===== config.mk =====
export PLATFORM = sky130hd
export DESIGN_NAME = triple_buffer_swap_chain_top
export DESIGN_NICKNAME = d
export VERILOG_FILES = /design/src/hw/rtl/tbsc_pkg.sv /design/src/hw/rtl/tbsc_slot_bank.sv /design/src/hw/rtl/triple_buffer_swap_chain_top.sv
export SDC_FILE = /design/constraint.sdc
export NUM_CORES = 1
export LEC_CHECK = 0
export ABC_AREA = 1
export BUFFER_PORTS_ARGS = -buffer_cell sky130_fd_sc_hd__buf_2
export CAP_MARGIN = 25
export CORE_MARGIN = 2
export CORE_UTILIZATION = 34
export CTS_CLUSTER_DIAMETER = 60
export CTS_CLUSTER_SIZE = 25
export DETAILED_ROUTE_END_ITERATION = 10
export PLACE_DENSITY_LB_ADDON = 0.3
export RECOVER_POWER = 100
export SLEW_MARGIN = 20
export SYNTH_ARGS = -nofsm -noshare
export SYNTH_HDL_FRONTEND = slang
export SYNTH_SLANG_ARGS = --single-unit

===== constraint.sdc =====
create_clock -name clk -period 5.1 [get_ports clk]
set_input_delay 0.765 -clock clk [delete_from_list [all_inputs] [get_ports clk]]
set_output_delay 0.765 -clock clk [all_outputs]
set_load 0.02 [all_outputs]

===== src/hw/rtl/tbsc_pkg.sv =====
// types, constants and codes of the triple buffer swap chain
package tbsc_pkg;

    localparam int NUM_SLOTS = 3;
    localparam int AGE_BITS  = 8;
    localparam int SLOT_W    = (NUM_SLOTS > 2) ? $clog2(NUM_SLOTS) : 1;
    localparam int HANDLE_W  = 32;

    localparam logic [AGE_BITS-1:0] AGE_MAX = '1;

    typedef enum logic [2:0] {
        REQ_ACQUIRE   = 3'd0,
        REQ_SWAP      = 3'd1,
        REQ_QUERY_AGE = 3'd2,
        REQ_LOCK      = 3'd3,
        REQ_RELEASE   = 3'd4,
        REQ_HAS_FREE  = 3'd5
    } req_code_t;

    typedef enum logic [2:0] {
        STS_OK         = 3'd0,
        STS_NO_UNLOCK  = 3'd1,
        STS_ALLOC_FAIL = 3'd2,
        STS_NO_FRONT   = 3'd3,
        STS_NO_BACK    = 3'd4
    } status_t;

    typedef enum logic [1:0] {
        ST_IDLE,
        ST_SCAN,
        ST_APPLY
    } state_t;

    typedef struct packed {
        logic [2:0]          req_type;
        logic [HANDLE_W-1:0] buffer_handle;
        logic                alloc_ok;
    } req_t;

    typedef struct packed {
        logic [2:0]          status;
        logic [1:0]          slot_index;
        logic [HANDLE_W-1:0] handle_out;
        logic [7:0]          buffer_age;
        logic                free_available;
    } rsp_t;

    typedef struct packed {
        logic [HANDLE_W-1:0] handle;
        logic                present;
        logic                locked;
        logic [AGE_BITS-1:0] age;
    } slot_t;

    typedef struct packed {
        logic                en;
        logic [SLOT_W-1:0]   idx;
        logic                set_handle;
        logic [HANDLE_W-1:0] handle;
        logic                set_locked;
        logic                locked;
        logic                set_age;
        logic [AGE_BITS-1:0] age;
    } slot_wr_t;

    // age field as it leaves the block: low eight bits
    function automatic logic [7:0] age_out(input logic [AGE_BITS-1:0] age);
        logic [23:0] wide;
        wide = 24'(age);
        return wide[7:0];
    endfunction

endpackage


===== src/hw/rtl/tbsc_slot_bank.sv =====
// slot state registers with one read port and one write port
module tbsc_slot_bank (
    input  logic                                  clk,
    input  logic                                  rst_n,
    input  logic [tbsc_pkg::SLOT_W-1:0]           rd_idx,
    input  tbsc_pkg::slot_wr_t                    wr,
    output tbsc_pkg::slot_t                       rd,
    output logic [tbsc_pkg::NUM_SLOTS-1:0]        locked_vec
);

    tbsc_pkg::slot_t slot_reg  [tbsc_pkg::NUM_SLOTS];
    tbsc_pkg::slot_t slot_next [tbsc_pkg::NUM_SLOTS];

    // apply the single write; acquiring a handle also marks the slot present
    always_comb
    begin
        for (int i = 0; i < tbsc_pkg::NUM_SLOTS; i++)
        begin
            slot_next[i] = slot_reg[i];
            if (wr.en && wr.idx == tbsc_pkg::SLOT_W'(i))
            begin
                if (wr.set_handle)
                begin
                    slot_next[i].handle  = wr.handle;
                    slot_next[i].present = 1'b1;
                end
                if (wr.set_locked)
                begin
                    slot_next[i].locked = wr.locked;
                end
                if (wr.set_age)
                begin
                    slot_next[i].age = wr.age;
                end
            end
        end
    end

    always_ff @(posedge clk or negedge rst_n)
    begin
        if (!rst_n)
        begin
            for (int i = 0; i < tbsc_pkg::NUM_SLOTS; i++)
            begin
                slot_reg[i] <= '0;
            end
        end
        else
        begin
            for (int i = 0; i < tbsc_pkg::NUM_SLOTS; i++)
            begin
                slot_reg[i] <= slot_next[i];
            end
        end
    end

    // read port and lock summary
    assign rd = slot_reg[rd_idx];

    always_comb
    begin
        for (int i = 0; i < tbsc_pkg::NUM_SLOTS; i++)
        begin
            locked_vec[i] = slot_reg[i].locked;
        end
    end

endmodule


===== src/hw/rtl/triple_buffer_swap_chain_top.sv =====
// top level of the triple buffer swap chain with buffer age
//
// Usage: one request word enters on req (req_valid/req_ready) and exactly
// one response word leaves on rsp (rsp_valid/rsp_ready). Requests are
// acquire back, swap, query age, lock front, release and has free.
// Lock, has free, unused codes, swap without a back buffer and acquire or
// query when a back buffer is already held go from IDLE straight to APPLY;
// acquire or query without a back buffer, swap and release first pass SCAN,
// which walks the slots one per cycle through a single slot read port,
// compare and age-increment path. APPLY writes the response register.
// A request is taken only when the last one has left APPLY; req_ready is high
// only while the sequencer is idle.
// The response sits in an output register, so a new request may be taken
// while the previous response waits. If the receiver stalls, the next
// request finishes its slot walk and then waits before its final update.
// Reset clears all slots, ages and back/front pointers and empties the
// output register.
module triple_buffer_swap_chain_top (
    input  logic            clk,
    input  logic            rst_n,
    input  logic            req_valid,
    output logic            req_ready,
    input  tbsc_pkg::req_t  req,
    output logic            rsp_valid,
    input  logic            rsp_ready,
    output tbsc_pkg::rsp_t  rsp
);

    tbsc_pkg::state_t                    state_reg, state_next;
    logic [2:0]                          req_type_reg, req_type_next;
    logic [tbsc_pkg::HANDLE_W-1:0]       handle_reg, handle_next;
    logic                                ok_reg, ok_next;
    logic [tbsc_pkg::SLOT_W-1:0]         scan_reg, scan_next;
    logic [tbsc_pkg::SLOT_W-1:0]         sel_reg, sel_next;
    logic                                found_reg, found_next;
    logic                                back_valid_reg, back_valid_next;
    logic [tbsc_pkg::SLOT_W-1:0]         back_slot_reg, back_slot_next;
    logic                                front_valid_reg, front_valid_next;
    logic [tbsc_pkg::SLOT_W-1:0]         front_slot_reg, front_slot_next;
    logic                                rsp_valid_reg, rsp_valid_next;
    tbsc_pkg::rsp_t                      rsp_reg, rsp_next;

    logic [tbsc_pkg::SLOT_W-1:0]         rd_idx;
    tbsc_pkg::slot_t                     rd;
    tbsc_pkg::slot_wr_t                  wr;
    logic [tbsc_pkg::NUM_SLOTS-1:0]      locked_vec;
    logic [tbsc_pkg::NUM_SLOTS-1:0]      lock_mask;

    logic accept, out_free, scan_last, is_acq, need_scan, lock_now;

    tbsc_slot_bank u_bank (
        .clk        (clk),
        .rst_n      (rst_n),
        .rd_idx     (rd_idx),
        .wr         (wr),
        .rd         (rd),
        .locked_vec (locked_vec)
    );

    // handshake and request decode
    assign req_ready = (state_reg == tbsc_pkg::ST_IDLE);
    assign accept    = req_valid && req_ready;
    assign out_free  = !rsp_valid_reg || rsp_ready;
    assign scan_last = (scan_reg == tbsc_pkg::SLOT_W'(tbsc_pkg::NUM_SLOTS - 1));
    assign is_acq    = (req_type_reg == tbsc_pkg::REQ_ACQUIRE) ||
                       (req_type_reg == tbsc_pkg::REQ_QUERY_AGE);
    assign lock_now  = (req_type_reg == tbsc_pkg::REQ_LOCK) && front_valid_reg;

    always_comb
    begin
        need_scan = 1'b0;
        if (req.req_type == tbsc_pkg::REQ_ACQUIRE || req.req_type == tbsc_pkg::REQ_QUERY_AGE)
        begin
            need_scan = !back_valid_reg;
        end
        else if (req.req_type == tbsc_pkg::REQ_SWAP)
        begin
            need_scan = back_valid_reg;
        end
        else if (req.req_type == tbsc_pkg::REQ_RELEASE)
        begin
            need_scan = 1'b1;
        end
    end

    // slot read address: walk counter, or the slot the final step works on
    always_comb
    begin
        if (state_reg == tbsc_pkg::ST_SCAN)
        begin
            rd_idx = scan_reg;
        end
        else if (req_type_reg == tbsc_pkg::REQ_LOCK)
        begin
            rd_idx = front_slot_reg;
        end
        else
        begin
            rd_idx = sel_reg;
        end
    end

    // next state
    always_comb
    begin
        state_next = state_reg;
        unique case (state_reg)
            tbsc_pkg::ST_IDLE:
            begin
                if (accept)
                begin
                    state_next = need_scan ? tbsc_pkg::ST_SCAN : tbsc_pkg::ST_APPLY;
                end
            end
            tbsc_pkg::ST_SCAN:
            begin
                if (scan_last || (is_acq && !rd.locked))
                begin
                    state_next = tbsc_pkg::ST_APPLY;
                end
            end
            tbsc_pkg::ST_APPLY:
            begin
                if (out_free)
                begin
                    state_next = tbsc_pkg::ST_IDLE;
                end
            end
            default:
            begin
                state_next = tbsc_pkg::ST_IDLE;
            end
        endcase
    end

    // the slot that a lock in this step makes locked
    always_comb
    begin
        for (int i = 0; i < tbsc_pkg::NUM_SLOTS; i++)
        begin
            lock_mask[i] = lock_now && (front_slot_reg == tbsc_pkg::SLOT_W'(i));
        end
    end

    // datapath, slot writes and response word
    always_comb
    begin
        req_type_next    = req_type_reg;
        handle_next      = handle_reg;
        ok_next          = ok_reg;
        scan_next        = scan_reg;
        sel_next         = sel_reg;
        found_next       = found_reg;
        back_valid_next  = back_valid_reg;
        back_slot_next   = back_slot_reg;
        front_valid_next = front_valid_reg;
        front_slot_next  = front_slot_reg;
        rsp_valid_next   = rsp_valid_reg && !rsp_ready;
        rsp_next         = rsp_reg;
        wr               = '0;

        unique case (state_reg)
            tbsc_pkg::ST_IDLE:
            begin
                if (accept)
                begin
                    req_type_next = req.req_type;
                    handle_next   = req.buffer_handle;
                    ok_next       = req.alloc_ok;
                    scan_next     = '0;
                    found_next    = back_valid_reg;
                    sel_next      = back_slot_reg;
                end
            end
            tbsc_pkg::ST_SCAN:
            begin
                scan_next = scan_reg + 1'b1;
                wr.idx    = scan_reg;
                if (is_acq)
                begin
                    // first unlocked slot becomes the back candidate
                    if (!rd.locked)
                    begin
                        found_next = 1'b1;
                        sel_next   = scan_reg;
                    end
                end
                else if (req_type_reg == tbsc_pkg::REQ_SWAP)
                begin
                    // age every live slot, the presented one restarts at one
                    wr.en      = 1'b1;
                    wr.set_age = 1'b1;
                    if (scan_reg == back_slot_reg)
                    begin
                        wr.age = tbsc_pkg::AGE_BITS'(1);
                    end
                    else if (rd.age != '0 && rd.age != tbsc_pkg::AGE_MAX)
                    begin
                        wr.age = rd.age + 1'b1;
                    end
                    else
                    begin
                        wr.age = rd.age;
                    end
                end
                else
                begin
                    // release by handle
                    wr.en         = rd.present && (rd.handle == handle_reg);
                    wr.set_locked = 1'b1;
                    wr.locked     = 1'b0;
                end
            end
            tbsc_pkg::ST_APPLY:
            begin
                if (out_free)
                begin
                    rsp_valid_next = 1'b1;
                    rsp_next       = '0;
                    rsp_next.free_available = |(~locked_vec & ~lock_mask);
                    if (is_acq)
                    begin
                        if (!found_reg)
                        begin
                            back_valid_next = 1'b0;
                            rsp_next.status = tbsc_pkg::STS_NO_UNLOCK;
                        end
                        else if (!rd.present && !ok_reg)
                        begin
                            back_valid_next = 1'b0;
                            rsp_next.status = tbsc_pkg::STS_ALLOC_FAIL;
                        end
                        else
                        begin
                            back_valid_next     = 1'b1;
                            back_slot_next      = sel_reg;
                            rsp_next.status     = tbsc_pkg::STS_OK;
                            rsp_next.slot_index = 2'(sel_reg);
                            rsp_next.buffer_age = tbsc_pkg::age_out(rd.age);
                            if (rd.present)
                            begin
                                rsp_next.handle_out = rd.handle;
                            end
                            else
                            begin
                                rsp_next.handle_out = handle_reg;
                                wr.en         = 1'b1;
                                wr.idx        = sel_reg;
                                wr.set_handle = 1'b1;
                                wr.handle     = handle_reg;
                            end
                        end
                    end
                    else if (req_type_reg == tbsc_pkg::REQ_SWAP)
                    begin
                        if (!back_valid_reg)
                        begin
                            rsp_next.status = tbsc_pkg::STS_NO_BACK;
                        end
                        else
                        begin
                            front_valid_next    = 1'b1;
                            front_slot_next     = back_slot_reg;
                            back_valid_next     = 1'b0;
                            rsp_next.slot_index = 2'(back_slot_reg);
                        end
                    end
                    else if (req_type_reg == tbsc_pkg::REQ_LOCK)
                    begin
                        if (!front_valid_reg)
                        begin
                            rsp_next.status = tbsc_pkg::STS_NO_FRONT;
                        end
                        else
                        begin
                            rsp_next.slot_index = 2'(front_slot_reg);
                            rsp_next.handle_out = rd.handle;
                            front_valid_next    = 1'b0;
                            wr.en         = 1'b1;
                            wr.idx        = front_slot_reg;
                            wr.set_locked = 1'b1;
                            wr.locked     = 1'b1;
                        end
                    end
                end
            end
            default:
            begin
            end
        endcase
    end

    // control registers
    always_ff @(posedge clk or negedge rst_n)
    begin
        if (!rst_n)
        begin
            state_reg       <= tbsc_pkg::ST_IDLE;
            scan_reg        <= '0;
            sel_reg         <= '0;
            found_reg       <= 1'b0;
            back_valid_reg  <= 1'b0;
            back_slot_reg   <= '0;
            front_valid_reg <= 1'b0;
            front_slot_reg  <= '0;
            rsp_valid_reg   <= 1'b0;
        end
        else
        begin
            state_reg       <= state_next;
            scan_reg        <= scan_next;
            sel_reg         <= sel_next;
            found_reg       <= found_next;
            back_valid_reg  <= back_valid_next;
            back_slot_reg   <= back_slot_next;
            front_valid_reg <= front_valid_next;
            front_slot_reg  <= front_slot_next;
            rsp_valid_reg   <= rsp_valid_next;
        end
    end

    // payload registers
    always_ff @(posedge clk)
    begin
        req_type_reg <= req_type_next;
        handle_reg   <= handle_next;
        ok_reg       <= ok_next;
        rsp_reg      <= rsp_next;
    end

    assign rsp_valid = rsp_valid_reg;
    assign rsp       = rsp_reg;

endmodule


==> results.ini <==
[routing]
wl_mm = 31.85
route.detailed.wl_per_inst_um = 16.71
drc = 0
dr.pass1.iters = 6
vias_per_cell = 5.107
ant_nets = 0
vias = 9734
first_iter_violations = 854

[die]
rows = 66
core_area_sq_mm = 0.03254
num_io_pins = 88
die_h_um = 185.8
die_x_um = 185.8
die_area_sq_mm = 0.03453
initial_core_util_pct = 34.55

[clock_tree]
cts_buffers = 23
cts_tree = built
cts.htree.levels = 1
cts_sinks = 222
cts_setup_buffers = 0
cts_root_buf = clkbuf_16
clock_latency_ps = 520
cts.clk_slew.worst_paths_ps = 70
holdBufCountCts = 0
cts_buffer_depth = 3
ctsResizeCount = 0

[worst_setup_path]
crit_type = register to register
r2r_cells = 20
critical_path_arrival_ps = 4750
timing.rr.end = u_bank.slot_reg[14]$_DFFE_PN0P_
cp_max_fo = 34
critPathLaunchType = register
required_ps = 5540
rrSetupSlack_ps = 790
end_kind = register
worstReg2RegStart = state_reg[1]$_DFFE_PN0P_

[timing]
period_share_pct = 84.51
finalHoldViolations = 0
tns_ps = 0
drv_slew = 101
slew_headroom_pct = -34.20
rsz0062_at_grt = false
skew_ps = 19.54
period_needed_ps = 4310
setup_viol = 0
fmax_mhz = 232.0
tightestPinTransition_ps = 2013

[synth]
yosysWarnings = 0
syn_inst = 1381
synth_edf_count = 82
ys_ff_latch = 222
yosysTopAreaCellShare_pct = 31.16
ys_top_cells_by_area = dfrtp_1 31%, edfxtp_1 22%, nand2_1 17%
syn_area_sq_mm = 0.01124
synth.net_count = 1427
yosysSeqAreaShare_pct = 53.07
async_flop_share_pct = 63.06
yosys.area.top_type = dfrtp_1
avgSynthCellArea_sq_um = 8.141
yosysUniqueCellTypes = 38
synthFlopType = dfrtp_1

[min_path]
hp-class = input pin to asynchronous set/reset pin

[place]
place_hpwl_mm = 20.31
place_congestion = 0.8864
place_area_sq_mm = 0.01215
io_buffers = 87

[final_layout]
drive_gt1_share_pct = 8.538
diodes = 0
nets = 1494
fin_area_sq_mm = 0.01286
area_growth_pct = 14.37
fill_cells = 3372
largest_reg_flops = 123

[status]
status = complete, but fails checks
violations = capacitance limit, slew limit

[grt]
grt_pass1_wl_mm = 51.68
grt_overflow = 0
grt_antenna_before_repair = 0
grt_pass1_vias = 9389
grt_usage_pct = 18.82
grt_max_degree = 69

[power_and_ir_drop]
power_density_mw_per_mm2 = 533.0
power_mw = 6.853
ir_drop_v = 0.0002962
p_leak_nw = 5.903

[job]
max_cap_violations = 2

cell usage in the layout (no fill, tap or decap), types with 3 or more instances in the layout:
cell type	Yosys	layout
nand3_1	130	130
buf_4	5	24
inv_1	124	124
ha_1	6	6
o21ai_1	39	13
nand3_2	3	3
o21ai_0	27	53
inv_2	5	4
nor2_1	55	51
clkinv_8	0	3
edfxtp_1	82	82
nand2_2	5	4
o22ai_1	36	36
buf_2	32	34
nand2_1	510	511
dfrtp_1	140	140
a21oi_1	8	7
clkbuf_1	30	55
clkbuf_16	0	23
nor2_4	0	3
nand4_1	94	96
inv_6	0	3
nor4_1	7	7
clkbuf_8	0	4
o31ai_1	3	3
o211ai_1	3	3
nand3b_1	5	5
nor3_1	7	7
synthesized netlist by cell type, types with 6 or more instances:
cell type,count
a21oi_1,8
buf_2,32
clkbuf_1,30
dfrtp_1,140
edfxtp_1,82
ha_1,6
inv_1,124
nand2_1,510
nand3_1,130
nand4_1,94
nor2_1,55
nor3_1,7
nor4_1,7
o21ai_0,27
o21ai_1,39
o22ai_1,36
layer usage:
| metal | share of wire (%) | track usage [%] | up-vias |
|---|---|---|---|
| met5 | 0 | 0 | - |
| met4 | 2.0 | 4.756 | 0 |
| met2 | 48 | 31.49 | 247 |
| li1 | - | - | 4741 |
| met3 | 4.9 | 2.289 | 44 |
| met1 | 45 | 25.91 | 4702 |
worst max-delay path by stage:
stage	to	startpoint
floorplan	u_bank.slot_reg[13]$_DFFE_PN0P_	rsp_ready
global placement	u_bank.slot_reg[82]$_DFFE_PN0P_	state_reg[1]$_DFFE_PN0P_
detailed placement	u_bank.slot_reg[75]$_DFFE_PN0P_	state_reg[1]$_DFFE_PN0P_
CTS	u_bank.slot_reg[75]$_DFFE_PN0P_	state_reg[1]$_DFFE_PN0P_
global route	u_bank.slot_reg[25]$_DFFE_PN0P_	state_reg[1]$_DFFE_PN0P_
finish	u_bank.slot_reg[14]$_DFFE_PN0P_	state_reg[1]$_DFFE_PN0P_
area by class of cell:
| type | instances | area [sq um] | share of cell area [%] |
|---|---|---|---|
| multi-input combinational | 956 | 4454 | 34.64 |
| clock buffer | 28 | 634.4 | 4.934 |
| clock inverter | 13 | 178.9 | 1.392 |
| timing repair buffer | 115 | 583.1 | 4.535 |
| inverter | 130 | 488.0 | 3.795 |
| sequential | 222 | 5966 | 46.40 |
| tap | 442 | 553.0 | 4.301 |
per-stage QoR:
step | utilization, % | hold slack, ps | setup slack, ps | cells
finish | 39.52 | 279.5 | 790.2 | 1906
floorplan | - | 422.6 | 489.9 | 1381
CTS | 39.83 | 33.94 | 991.3 | 1906
global placement | 37.33 | 434.7 | 1171 | 1865
global route | 39.52 | 331.0 | 328.6 | 1906
detailed placement | 37.33 | 438.1 | 1022 | 1865
report_power, final:
part | internal [mW] | total, mW | leakage (nW) | switching, mW
clock | 1.02 | 1.79 | 0.396 | 0.777
sequential | 2.17 | 2.31 | 2.71 | 0.142
combinational | 0.694 | 2.75 | 2.80 | 2.05
total | 3.88 | 6.85 | 5.90 | 2.97
logic make-up after synthesis:
| family | count (synthesis) | synth area share, % |
|---|---|---|
| fa+ha+maj | 6 | 0.6678 |
| compound gates | 124 | 6.344 |
| xor+xnor | 2 | 0.1558 |
| buf+inv | 203 | 7.501 |
| simple gates | 824 | 32.26 |
| flops | 222 | 53.07 |
critical path, cell delays in order, from the launching register on:
cell and delay, ps:
dfrtp_1 380, inv_1 100, ha_1 480, inv_1 250
nand2_1 140, nand2_2 350, buf_4 400, nand3_1 150
nand2_1 80, nand2_1 60, nand2_1 50, nor2_1 120
nand3_1 160, nor2_1 160, nand2_1 90, nand2_1 60
nand2_1 100, a21oi_4 140, clkbuf_2 630, nand4_1 190
nand2_1 110
No activity file was read; power rests on OpenSTA's default activity.
